## src/hw/rtl/itp_pkg.sv

```systemverilog
// ============================================================================
// Infix to postfix package
// Shared types, character constants and operator helpers for the converter.
// ============================================================================
`default_nettype none

package itp_pkg;

    // Operator stack depth and the width of a count that can hold it.
    localparam int STACK_DEPTH = 16;
    localparam int CNT_W       = $clog2(STACK_DEPTH + 1);

    // ASCII characters the converter recognises.
    localparam logic [7:0] CH_LPAR  = 8'h28;  // '('
    localparam logic [7:0] CH_RPAR  = 8'h29;  // ')'
    localparam logic [7:0] CH_PLUS  = 8'h2B;  // '+'
    localparam logic [7:0] CH_MINUS = 8'h2D;  // '-'
    localparam logic [7:0] CH_MUL   = 8'h2A;  // '*'
    localparam logic [7:0] CH_DIV   = 8'h2F;  // '/'
    localparam logic [7:0] CH_MOD   = 8'h25;  // '%'
    localparam logic [7:0] CH_POW   = 8'h5E;  // '^'
    localparam logic [7:0] CH_NUL   = 8'h00;

    // Stack entry codes.
    typedef logic [2:0] op_code_t;
    localparam op_code_t OP_NONE  = 3'd0;
    localparam op_code_t OP_LPAR  = 3'd1;
    localparam op_code_t OP_PLUS  = 3'd2;
    localparam op_code_t OP_MINUS = 3'd3;
    localparam op_code_t OP_MUL   = 3'd4;
    localparam op_code_t OP_DIV   = 3'd5;
    localparam op_code_t OP_MOD   = 3'd6;
    localparam op_code_t OP_POW   = 3'd7;

    // Error status codes.
    typedef logic [1:0] status_t;
    localparam status_t ST_OK        = 2'd0;
    localparam status_t ST_UNMATCHED = 2'd1;
    localparam status_t ST_OVERFLOW  = 2'd2;
    localparam status_t ST_UNKNOWN   = 2'd3;

    // Character classes.
    typedef enum logic [2:0] {
        CLS_ALNUM   = 3'd0,
        CLS_LPAR    = 3'd1,
        CLS_RPAR    = 3'd2,
        CLS_OP      = 3'd3,
        CLS_UNKNOWN = 3'd4
    } char_cls_t;

    // Transaction payloads.
    typedef struct packed {
        logic [7:0] token;
        logic       end_of_expr;
    } in_item_t;

    typedef struct packed {
        logic [7:0] out_char;
        logic       has_char;
        logic       last;
        status_t    status;
    } out_item_t;

    // Command broadcast along the row of stack cells.
    typedef struct packed {
        logic     push;
        logic     pop;
        op_code_t push_code;
    } stack_cmd_t;

    // Maps an operator character to its code; anything else gives OP_NONE.
    function automatic op_code_t f_op_code(input logic [7:0] ch);
        op_code_t code;
        case (ch)
            CH_PLUS:  code = OP_PLUS;
            CH_MINUS: code = OP_MINUS;
            CH_MUL:   code = OP_MUL;
            CH_DIV:   code = OP_DIV;
            CH_MOD:   code = OP_MOD;
            CH_POW:   code = OP_POW;
            default:  code = OP_NONE;
        endcase
        return code;
    endfunction

    // Precedence of a stacked code; '(' ranks lowest so nothing pops past it.
    function automatic logic [1:0] f_prec(input op_code_t code);
        logic [1:0] prec;
        case (code) inside
            OP_PLUS, OP_MINUS:       prec = 2'd1;
            OP_MUL, OP_DIV, OP_MOD:  prec = 2'd2;
            OP_POW:                  prec = 2'd3;
            default:                 prec = 2'd0;
        endcase
        return prec;
    endfunction

    // Character emitted when a code is popped.
    function automatic logic [7:0] f_code_char(input op_code_t code);
        logic [7:0] ch;
        case (code)
            OP_LPAR:  ch = CH_LPAR;
            OP_PLUS:  ch = CH_PLUS;
            OP_MINUS: ch = CH_MINUS;
            OP_MUL:   ch = CH_MUL;
            OP_DIV:   ch = CH_DIV;
            OP_MOD:   ch = CH_MOD;
            OP_POW:   ch = CH_POW;
            default:  ch = CH_NUL;
        endcase
        return ch;
    endfunction

    // Sorts an input character into its class.
    function automatic char_cls_t f_classify(input logic [7:0] ch);
        char_cls_t cls;
        if ((ch >= 8'h30 && ch <= 8'h39) || (ch >= 8'h41 && ch <= 8'h5A) ||
            (ch >= 8'h61 && ch <= 8'h7A)) begin
            cls = CLS_ALNUM;
        end else if (ch == CH_LPAR) begin
            cls = CLS_LPAR;
        end else if (ch == CH_RPAR) begin
            cls = CLS_RPAR;
        end else if (f_op_code(ch) != OP_NONE) begin
            cls = CLS_OP;
        end else begin
            cls = CLS_UNKNOWN;
        end
        return cls;
    endfunction

endpackage

`default_nettype wire

```

## src/hw/rtl/itp_cell.sv

```systemverilog
// ============================================================================
// Operator stack cell
// One entry of the shifting operator stack; takes its upper neighbour on a
// push and its lower neighbour on a pop.
// ============================================================================
`default_nettype none

module itp_cell (
    input  wire                  aclk,
    input  itp_pkg::stack_cmd_t  cmd,
    input  itp_pkg::op_code_t    prev_code,
    input  itp_pkg::op_code_t    next_code,
    output itp_pkg::op_code_t    code
);
    import itp_pkg::*;

    op_code_t code_reg;

    // Shift towards the bottom on a push, towards the top on a pop.
    always_ff @(posedge aclk) begin
        if (cmd.push) begin
            code_reg <= prev_code;
        end else if (cmd.pop) begin
            code_reg <= next_code;
        end
    end

    assign code = code_reg;

endmodule

`default_nettype wire

```

## src/hw/rtl/itp_ctrl.sv

```systemverilog
// ============================================================================
// Infix to postfix sequencer
// Classifies each character, drives pushes and pops of the cell row, and
// holds the result register towards the output channel.
// ============================================================================
`default_nettype none

module itp_ctrl (
    input  wire                   aclk,
    input  wire                   aresetn,
    input  wire                   s_valid,
    output logic                  s_ready,
    input  itp_pkg::in_item_t     s_data,
    output logic                  m_valid,
    input  wire                   m_ready,
    output itp_pkg::out_item_t    m_data,
    input  itp_pkg::op_code_t     cell_code [itp_pkg::STACK_DEPTH],
    output itp_pkg::stack_cmd_t   cmd
);
    import itp_pkg::*;

    typedef enum logic [2:0] {
        S_IDLE  = 3'b001,
        S_CHAR  = 3'b010,
        S_FLUSH = 3'b100
    } state_t;

    state_t           state_reg, state_next;
    char_cls_t        cls_reg;
    logic [7:0]       tok_reg;
    op_code_t         code_reg;
    logic             end_reg;
    logic             emitted_reg;
    status_t          error_seen_reg, error_seen_next;
    logic [CNT_W-1:0] count_reg, count_next;
    logic             m_valid_reg;
    out_item_t        m_data_reg;

    logic             accept;
    logic             empty, full, count_one;
    logic             lpar_found;
    logic             slot_free;
    op_code_t         top_code;
    char_cls_t        in_cls;
    op_code_t         in_code;
    status_t          step_err;
    logic             emit, emit_has, emit_last;
    logic [7:0]       emit_char;
    logic             finish;

    assign accept    = s_valid && s_ready;
    assign s_ready   = (state_reg == S_IDLE);
    assign top_code  = cell_code[0];
    assign empty     = (count_reg == '0);
    assign full      = (count_reg == CNT_W'(STACK_DEPTH));
    assign count_one = (count_reg == CNT_W'(1));
    assign slot_free = !m_valid_reg || m_ready;
    assign in_cls    = f_classify(s_data.token);
    assign in_code   = f_op_code(s_data.token);

    // Look for a '(' among the occupied cells.
    always_comb begin
        lpar_found = 1'b0;
        for (int i = 0; i < STACK_DEPTH; i++) begin
            if ((CNT_W'(i) < count_reg) && (cell_code[i] == OP_LPAR)) begin
                lpar_found = 1'b1;
            end
        end
    end

    // The error a character raises is known before any pop takes place.
    always_comb begin
        step_err = ST_OK;
        case (in_cls)
            CLS_UNKNOWN: step_err = ST_UNKNOWN;
            CLS_LPAR:    step_err = full ? ST_OVERFLOW : ST_OK;
            CLS_RPAR:    step_err = lpar_found ? ST_OK : ST_UNMATCHED;
            CLS_OP: begin
                if (full && (f_prec(top_code) < f_prec(in_code))) begin
                    step_err = ST_OVERFLOW;
                end
            end
            default:     step_err = ST_OK;
        endcase
    end

    // Sequencer: at most one push or pop and one emitted result per cycle.
    always_comb begin
        state_next      = state_reg;
        error_seen_next = error_seen_reg;
        cmd.push        = 1'b0;
        cmd.pop         = 1'b0;
        cmd.push_code   = (cls_reg == CLS_LPAR) ? OP_LPAR : code_reg;
        emit            = 1'b0;
        emit_char       = f_code_char(top_code);
        emit_has        = 1'b1;
        emit_last       = 1'b0;
        finish          = 1'b0;
        unique case (state_reg)
            S_IDLE: begin
                if (accept) begin
                    state_next = S_CHAR;
                    if (error_seen_reg == ST_OK) begin
                        error_seen_next = step_err;
                    end
                end
            end
            S_CHAR: begin
                case (cls_reg)
                    CLS_ALNUM: begin
                        if (slot_free) begin
                            emit      = 1'b1;
                            emit_char = tok_reg;
                            emit_last = end_reg && empty;
                            finish    = 1'b1;
                        end
                    end
                    CLS_LPAR: begin
                        cmd.push = !full;
                        finish   = 1'b1;
                    end
                    CLS_RPAR: begin
                        if (empty) begin
                            finish = 1'b1;
                        end else if (top_code == OP_LPAR) begin
                            cmd.pop = 1'b1;
                            finish  = 1'b1;
                        end else if (slot_free) begin
                            // Last when the stack empties, either now or once
                            // the matching '(' right below is discarded.
                            emit      = 1'b1;
                            emit_last = end_reg && (count_one ||
                                        ((count_reg == CNT_W'(2)) &&
                                         (cell_code[1] == OP_LPAR)));
                            cmd.pop   = 1'b1;
                        end
                    end
                    CLS_OP: begin
                        if (!empty && (f_prec(top_code) >= f_prec(code_reg))) begin
                            if (slot_free) begin
                                emit    = 1'b1;
                                cmd.pop = 1'b1;
                            end
                        end else begin
                            cmd.push = !full;
                            finish   = 1'b1;
                        end
                    end
                    default: begin
                        finish = 1'b1;
                    end
                endcase
                if (finish) begin
                    state_next = end_reg ? S_FLUSH : S_IDLE;
                end
            end
            S_FLUSH: begin
                if (!empty) begin
                    if (slot_free) begin
                        emit      = 1'b1;
                        emit_last = count_one;
                        cmd.pop   = 1'b1;
                    end
                end else if (emitted_reg || slot_free) begin
                    // A bare end marker goes out when nothing else was emitted for the final character.
                    emit            = !emitted_reg;
                    emit_char       = CH_NUL;
                    emit_has        = 1'b0;
                    emit_last       = 1'b1;
                    error_seen_next = ST_OK;
                    state_next      = S_IDLE;
                end
            end
            default: begin
                state_next = S_IDLE;
            end
        endcase
    end

    // Stack occupancy.
    always_comb begin
        count_next = count_reg;
        if (cmd.push) begin
            count_next = count_reg + CNT_W'(1);
        end else if (cmd.pop) begin
            count_next = count_reg - CNT_W'(1);
        end
    end

    // Control state.
    always_ff @(posedge aclk) begin
        if (!aresetn) begin
            state_reg      <= S_IDLE;
            count_reg      <= '0;
            error_seen_reg <= ST_OK;
            emitted_reg    <= 1'b0;
            m_valid_reg    <= 1'b0;
        end else begin
            state_reg      <= state_next;
            count_reg      <= count_next;
            error_seen_reg <= error_seen_next;
            if (accept) begin
                emitted_reg <= 1'b0;
            end else if (emit) begin
                emitted_reg <= 1'b1;
            end
            if (emit) begin
                m_valid_reg <= 1'b1;
            end else if (m_ready) begin
                m_valid_reg <= 1'b0;
            end
        end
    end

    // Latched character and result payload.
    always_ff @(posedge aclk) begin
        if (accept) begin
            cls_reg  <= in_cls;
            tok_reg  <= s_data.token;
            code_reg <= in_code;
            end_reg  <= s_data.end_of_expr;
        end
        if (emit) begin
            m_data_reg.out_char <= emit_char;
            m_data_reg.has_char <= emit_has;
            m_data_reg.last     <= emit_last;
            m_data_reg.status   <= error_seen_reg;
        end
    end

    assign m_valid = m_valid_reg;
    assign m_data  = m_data_reg;

`ifndef ASSERT_OFF
    // A pop is never issued against an empty stack.
    a_pop_nonempty: assert property (@(posedge aclk) disable iff (!aresetn)
        cmd.pop |-> (count_reg != '0))
        else $error("pop issued on an empty operator stack");

    // A result is only loaded when the output register is free or draining.
    a_emit_slot: assert property (@(posedge aclk) disable iff (!aresetn)
        emit |-> (!m_valid_reg || m_ready))
        else $error("result register overwritten before it was taken");

    // The end of an expression leaves an empty stack and a clear error.
    a_end_clean: assert property (@(posedge aclk) disable iff (!aresetn)
        (state_reg == S_FLUSH && state_next == S_IDLE)
            |=> (count_reg == '0 && error_seen_reg == ST_OK))
        else $error("stack or error not cleared at end of expression");

    // The stack never grows beyond its depth.
    a_no_overgrow: assert property (@(posedge aclk) disable iff (!aresetn)
        cmd.push |-> (count_reg != CNT_W'(STACK_DEPTH)))
        else $error("push issued on a full operator stack");
`endif

endmodule

`default_nettype wire

```

## src/hw/rtl/infix_to_postfix_converter.sv

```systemverilog
// ============================================================================
// Infix to postfix converter
// Shunting-yard conversion of an ASCII infix stream into postfix characters.
// ============================================================================
// One input transaction carries one character, taken only while the
// sequencer is idle; each character is accepted and then handled, popping
// from the stack each operator that it displaces, and the final character
// of an expression then flushes the remaining operators and closes the
// expression. The sequencer makes at most one push or pop and one emitted
// result per cycle on a shifting stack of cells whose top is always cell 0;
// stalls on the result channel hold it. Errors are sticky per expression
// and every result of a character carries the status after that character.
`default_nettype none

module infix_to_postfix_converter (
    input  wire                 aclk,
    input  wire                 aresetn,
    input  wire                 s_valid,
    output logic                s_ready,
    input  itp_pkg::in_item_t   s_data,
    output logic                m_valid,
    input  wire                 m_ready,
    output itp_pkg::out_item_t  m_data
);
    import itp_pkg::*;

    stack_cmd_t cmd;
    op_code_t   cell_code [STACK_DEPTH];

    // Sequencer and result register.
    itp_ctrl u_ctrl (
        .aclk      (aclk),
        .aresetn   (aresetn),
        .s_valid   (s_valid),
        .s_ready   (s_ready),
        .s_data    (s_data),
        .m_valid   (m_valid),
        .m_ready   (m_ready),
        .m_data    (m_data),
        .cell_code (cell_code),
        .cmd       (cmd)
    );

    // Row of stack cells; each takes its neighbour's code on a shift.
    for (genvar i = 0; i < STACK_DEPTH; i++) begin : g_cell
        op_code_t prev_code;
        op_code_t next_code;

        if (i == 0) begin : g_top
            assign prev_code = cmd.push_code;
        end else begin : g_mid
            assign prev_code = cell_code[i-1];
        end

        if (i == STACK_DEPTH - 1) begin : g_bottom
            assign next_code = OP_NONE;
        end else begin : g_inner
            assign next_code = cell_code[i+1];
        end

        itp_cell u_cell (
            .aclk      (aclk),
            .cmd       (cmd),
            .prev_code (prev_code),
            .next_code (next_code),
            .code      (cell_code[i])
        );
    end

endmodule

`default_nettype wire
```

## config.mk

```make
export PLATFORM = sky130hd
export DESIGN_NAME = infix_to_postfix_converter
export DESIGN_NICKNAME = d
export VERILOG_FILES = /design/src/hw/rtl/itp_pkg.sv /design/src/hw/rtl/itp_cell.sv /design/src/hw/rtl/itp_ctrl.sv /design/src/hw/rtl/infix_to_postfix_converter.sv
export SDC_FILE = /design/constraint.sdc
export NUM_CORES = 1
export LEC_CHECK = 0
export BUFFER_PORTS_ARGS = -buffer_cell sky130_fd_sc_hd__clkbuf_2
export CAP_MARGIN = 0
export CORE_ASPECT_RATIO = 1.1
export CORE_MARGIN = 4
export CORE_UTILIZATION = 30
export CTS_CLUSTER_SIZE = 25
export DETAILED_ROUTE_END_ITERATION = 10
export PLACE_DENSITY_LB_ADDON = 0.1
export SLEW_MARGIN = 20
export SYNTH_ARGS = -nofsm -noshare
export SYNTH_HDL_FRONTEND = slang
export SYNTH_SLANG_ARGS = --single-unit
```

## constraint.sdc

```tcl
create_clock -name aclk -period 3.2 [get_ports aclk]
set_input_delay 0.32 -clock aclk [delete_from_list [all_inputs] [get_ports aclk]]
set_output_delay 0.32 -clock aclk [all_outputs]
set_load 0.05 [all_outputs]
```

==> summary.md <==
| Metric | Value |
|---|---|
| Switching pwr | 554.1 uW |
| Initial antenna violation count | 0 |
| Max stage delay cell, worst path | edfxtp_1 |
| Type of the tightest min-delay check | in -> reg |
| Number of buffers created by CTS | 9 |
| Via density per instance | slightly below 5 |
| Number of unique standard cell types used by synthesis | 63 |
| Post-Synthesis Cells | 389 |
| Synthesis Warnings | 0 |
| Avg WL per Cell | approximately 17 um |
| Area contributors post-synth | edfxtp_1 49%, mux2_2 7.6%, dfxtp_1 5.2% |
| Fmax | 367.7 MHz |
| Critical path data required time | 3.29 ns |
| Final design instance area without fill | between 5000 and 6000 um2 |
| Synthesized netlist net count | 410 |
| Switch share | 0.2339 |
| Core box area | 15110 um2 |
| Worst-Skew Late Latency | roughly 0.35 ns |
| CTS clk-pin slew, worst paths | 0.07 ns |
| Count of cells resized by post-cts repair | 0 |
| Buf/Inv on CP | 1 |
| Time the worst path needs with I/O delays and setup | around 2.7 ns |
| Number of global-route vias before repair | 3044 |
| Total placed instance area | 4956 um2 |
| Overall Global Routing Usage | 0.1225 |
| Placement Rows | 47 |
| Post-DP HPWL | between 7000 and 8000 um |
| First-pass GRT wire length | 16820 um |
| Final cell count without fillers | 614 |
| Number of enable flip-flop cells after synthesis | 75 |
| I/O pin total | 27 |
| Flip-flop count of the largest register after layout | 48 |
| Cell family with the largest share of critical-path delay | compound AO/OA/AOI/OAI gates |
| Antenna Diode Count | 0 |
| Number of clock sinks | just under 90 |
| Setup skew after layout | 0.01107 ns |
| Share of final-layout standard cells stronger than drive strength 1 | 0.2273 |
| Final Net Count | roughly 430 |
| Leading area contributor after synthesis | edfxtp_1 |
| Sequential fraction of design power | 0.534 |
| Total power divided by cell area | 453.2 nW/um2 |
| Number of fill cells | around 1500 |
| Sum of routed wire length over all layers | 10310 um |
| Total of max-cap violations | 0 |
| Flip-flop and latch count after synthesis | between 80 and 90 |
| Post-CTS setup repair buffer count | 0 |
| Transition time at the pin with the least slew margin | 0.7365 ns |
| Post-synth top area share | 0.4871 |
| Count of endpoints failing hold in the final timing report | 0 |
| Area used by multi-input combinational logic | 1956 um2 |
| Worst ir drop on vdd | 0.2301 mV |
| Mapped cell area | ~4600 um2 |
| Clock group share of total power | 0.418 |
| Seq. cell area | 2492 um2 |
| Via count | 3029 |
| Comb power frac | 0.048 |
| Worst slew slack as a fraction of its limit | 0.5045 |
| ANT nets after route | 0 |
| Pin count of the biggest net entering global routing | 49 |
| CTS tree | yes |
| Final Slew Violations | 0 |
| Delay contributed by the slowest stage of the critical path | 0.50 ns |
| Weighted congestion reported at the end of routability-driven placement | 0.8091 |
| Clock Tree Buf Depth | 2 |
| Overflow after GRT | 0 |
| Minimum setup slack in the final design | 0.4803 ns |
| Syn-to-layout area delta | 13.07% |
| Setup repair after global routing missed its margin | no |
| Root buffer cell | clkbuf_16 |
| Period utilisation layout | 0.8499 |
| Chip Height | 138.2 um |
| First-pass iteration count of the detailed router | 4 |
| Leakage dissipation | around 0.0018 uW |
| Run status | complete, no violations |
| Post-Synthesis Mean Instance Area | 11.88 um2 |
| Final count of negative-setup-slack endpoints | 0 |
| Number of DRC markers in iteration 0 | 178 |
| Total negative slack | 0 ns |
| Endpoint class of the critical path | flop |
| Count of hold buffers inserted by post-cts repair | 0 |
| Maximum level of the CTS H-tree | 3 |
| Number of remaining DRC errors | 0 |
| Number of buffers added on ports | 26 |
| Width of the die | 126.4 um |
| Leading register cell type out of synthesis | edfxtp_1 |
| Ys async rst share | 0 |
| Maximum fanout count along the critical path | 33 |
| Portion of the post-synthesis area used by sequential elements | 0.5391 |
| Total placed cells including tap cells | 598 |
| Data arrival time of the critical path | 2.81 ns |
| Critical Path Start Type | flop |
| Category of the most critical setup path | reg -> reg |
| Worst slack, placed | 0.4516 ns |
| Pint | 1815 uW |
| Cells along the critical path | o21ai_0 -> ha_1 -> nand2b_1 -> a21o_1 -> a31oi_4 -> buf_4 -> mux2_2 |
| Effective utilization at floorplan | 0.3059 |
| Die area | 17460 um2 |
==> final cells by class <==
| class | instances | area share |
|---|---|---|
| inverter | 16 | 0.01149 |
| tap | 196 | 0.04691 |
| sequential | 87 | 0.4768 |
| timing repair buffer | 34 | 0.03877 |
| clock inverter | 7 | 0.008856 |
| multi-input combinational | 265 | 0.3741 |
| clock buffer | 9 | 0.04308 |
==> power by group through the flow <==
stage / clock [uW] / sequential (uW) / combinational (uW)
3_3_place_gp: 0 / 1290 / 114
3_5_place_dp: 0 / 1290 / 114
2_1_floorplan: 0 / 1280 / 82.9
4_1_cts: 1030 / 1260 / 115
5_1_grt: 1080 / 1270 / 127
6_report: 991 / 1260 / 113
==> cell usage after synthesis (4+ instances only) <==
| master | number |
|---|---|
| a21oi_1 | 16 |
| o21ai_0 | 9 |
| o21ai_1 | 11 |
| nor2b_1 | 5 |
| inv_1 | 16 |
| dfxtp_1 | 12 |
| and2_1 | 4 |
| a31oi_1 | 8 |
| ha_1 | 8 |
| nor3_1 | 7 |
| mux2_1 | 11 |
| nor3b_1 | 12 |
| nand2_1 | 36 |
| xor2_1 | 4 |
| o22ai_1 | 5 |
| nand3_1 | 11 |
| nor4b_1 | 4 |
| buf_4 | 4 |
| mux2_2 | 31 |
| nand2b_1 | 6 |
| edfxtp_1 | 75 |
| buf_2 | 11 |
| nor2_1 | 17 |
==> layout by cell type, fill, tap and decap left out, types with 6 or more instances in the layout <==
cell and instances:
ha_1 8, dfxtp_1 12, o21ai_0 9, edfxtp_1 75
nor2_1 17, o21ai_1 11, nor3_1 7, a31oi_1 7
mux2_1 11, clkbuf_16 9, nand3_1 11, nand2_1 36
clkbuf_2 26, buf_4 7, inv_1 15, mux2_2 31
a21oi_1 16, nand2b_1 6, nor3b_1 12
==> kinds of logic after synthesis <==
group                    share of synthesized area
AO/OA/AOI/OAI                               0.1107
XOR/XNOR                                   0.01137
buffers and inverters                      0.04114
multiplexers                                0.1045
flip-flops                                  0.5391
AND/OR/NAND/NOR                             0.1694
adder cells (fa/ha/maj)                    0.02382
==> worst paths after layout <==
| kind | startpoint | end | slack, ns | cells after the start |
|---|---|---|---|---|
| hold / removal | s_data[0] | u_ctrl.end_reg | 0.15 | 1 |
| hold reg to reg | u_ctrl.error_seen_reg[1] | u_ctrl.m_data[1] | 0.46 | 0 |
| setup / recovery | g_cell[0].u_cell.code[0] | g_cell[7].u_cell.code[2] | 0.48 | 7 |
| setup reg to reg | g_cell[0].u_cell.code[0] | g_cell[7].u_cell.code[2] | 0.48 | 7 |
==> worst reg2reg max path, delay by kind of cell (launching register included) <==
| family | cells | cell delay [ns] |
|---|---|---|
| adders and majority gates | 1 | 0.28 |
| buffers and inverters | 1 | 0.41 |
| DFF | 1 | 0.50 |
| AOI/OAI and AO/OA | 3 | 0.73 |
| and+or+nand+nor | 1 | 0.16 |
| muxes | 1 | 0.40 |
==> through the flow <==
stage / utilization / power, uW / hold WS (ns)
after floorplan: - / 1364 / 0.4189
after global placement: 0.3279 / 1404 / 0.4499
after detailed placement: 0.3279 / 1404 / 0.4465
after CTS: 0.3459 / 2405 / 0.1345
after global routing: 0.3459 / 2469 / 0.1338
final: 0.3459 / 2369 / 0.1465
==> layer usage <==
metal	vias up	wire [um]	track usage
li1	1517	-	-
met3	17	235	0.02315
met2	44	4913	0.1954
met1	1451	4930	0.1633
met4	0	225	0.05082
met5	-	0	0
Note: power is estimated with default switching activity, not from simulation.
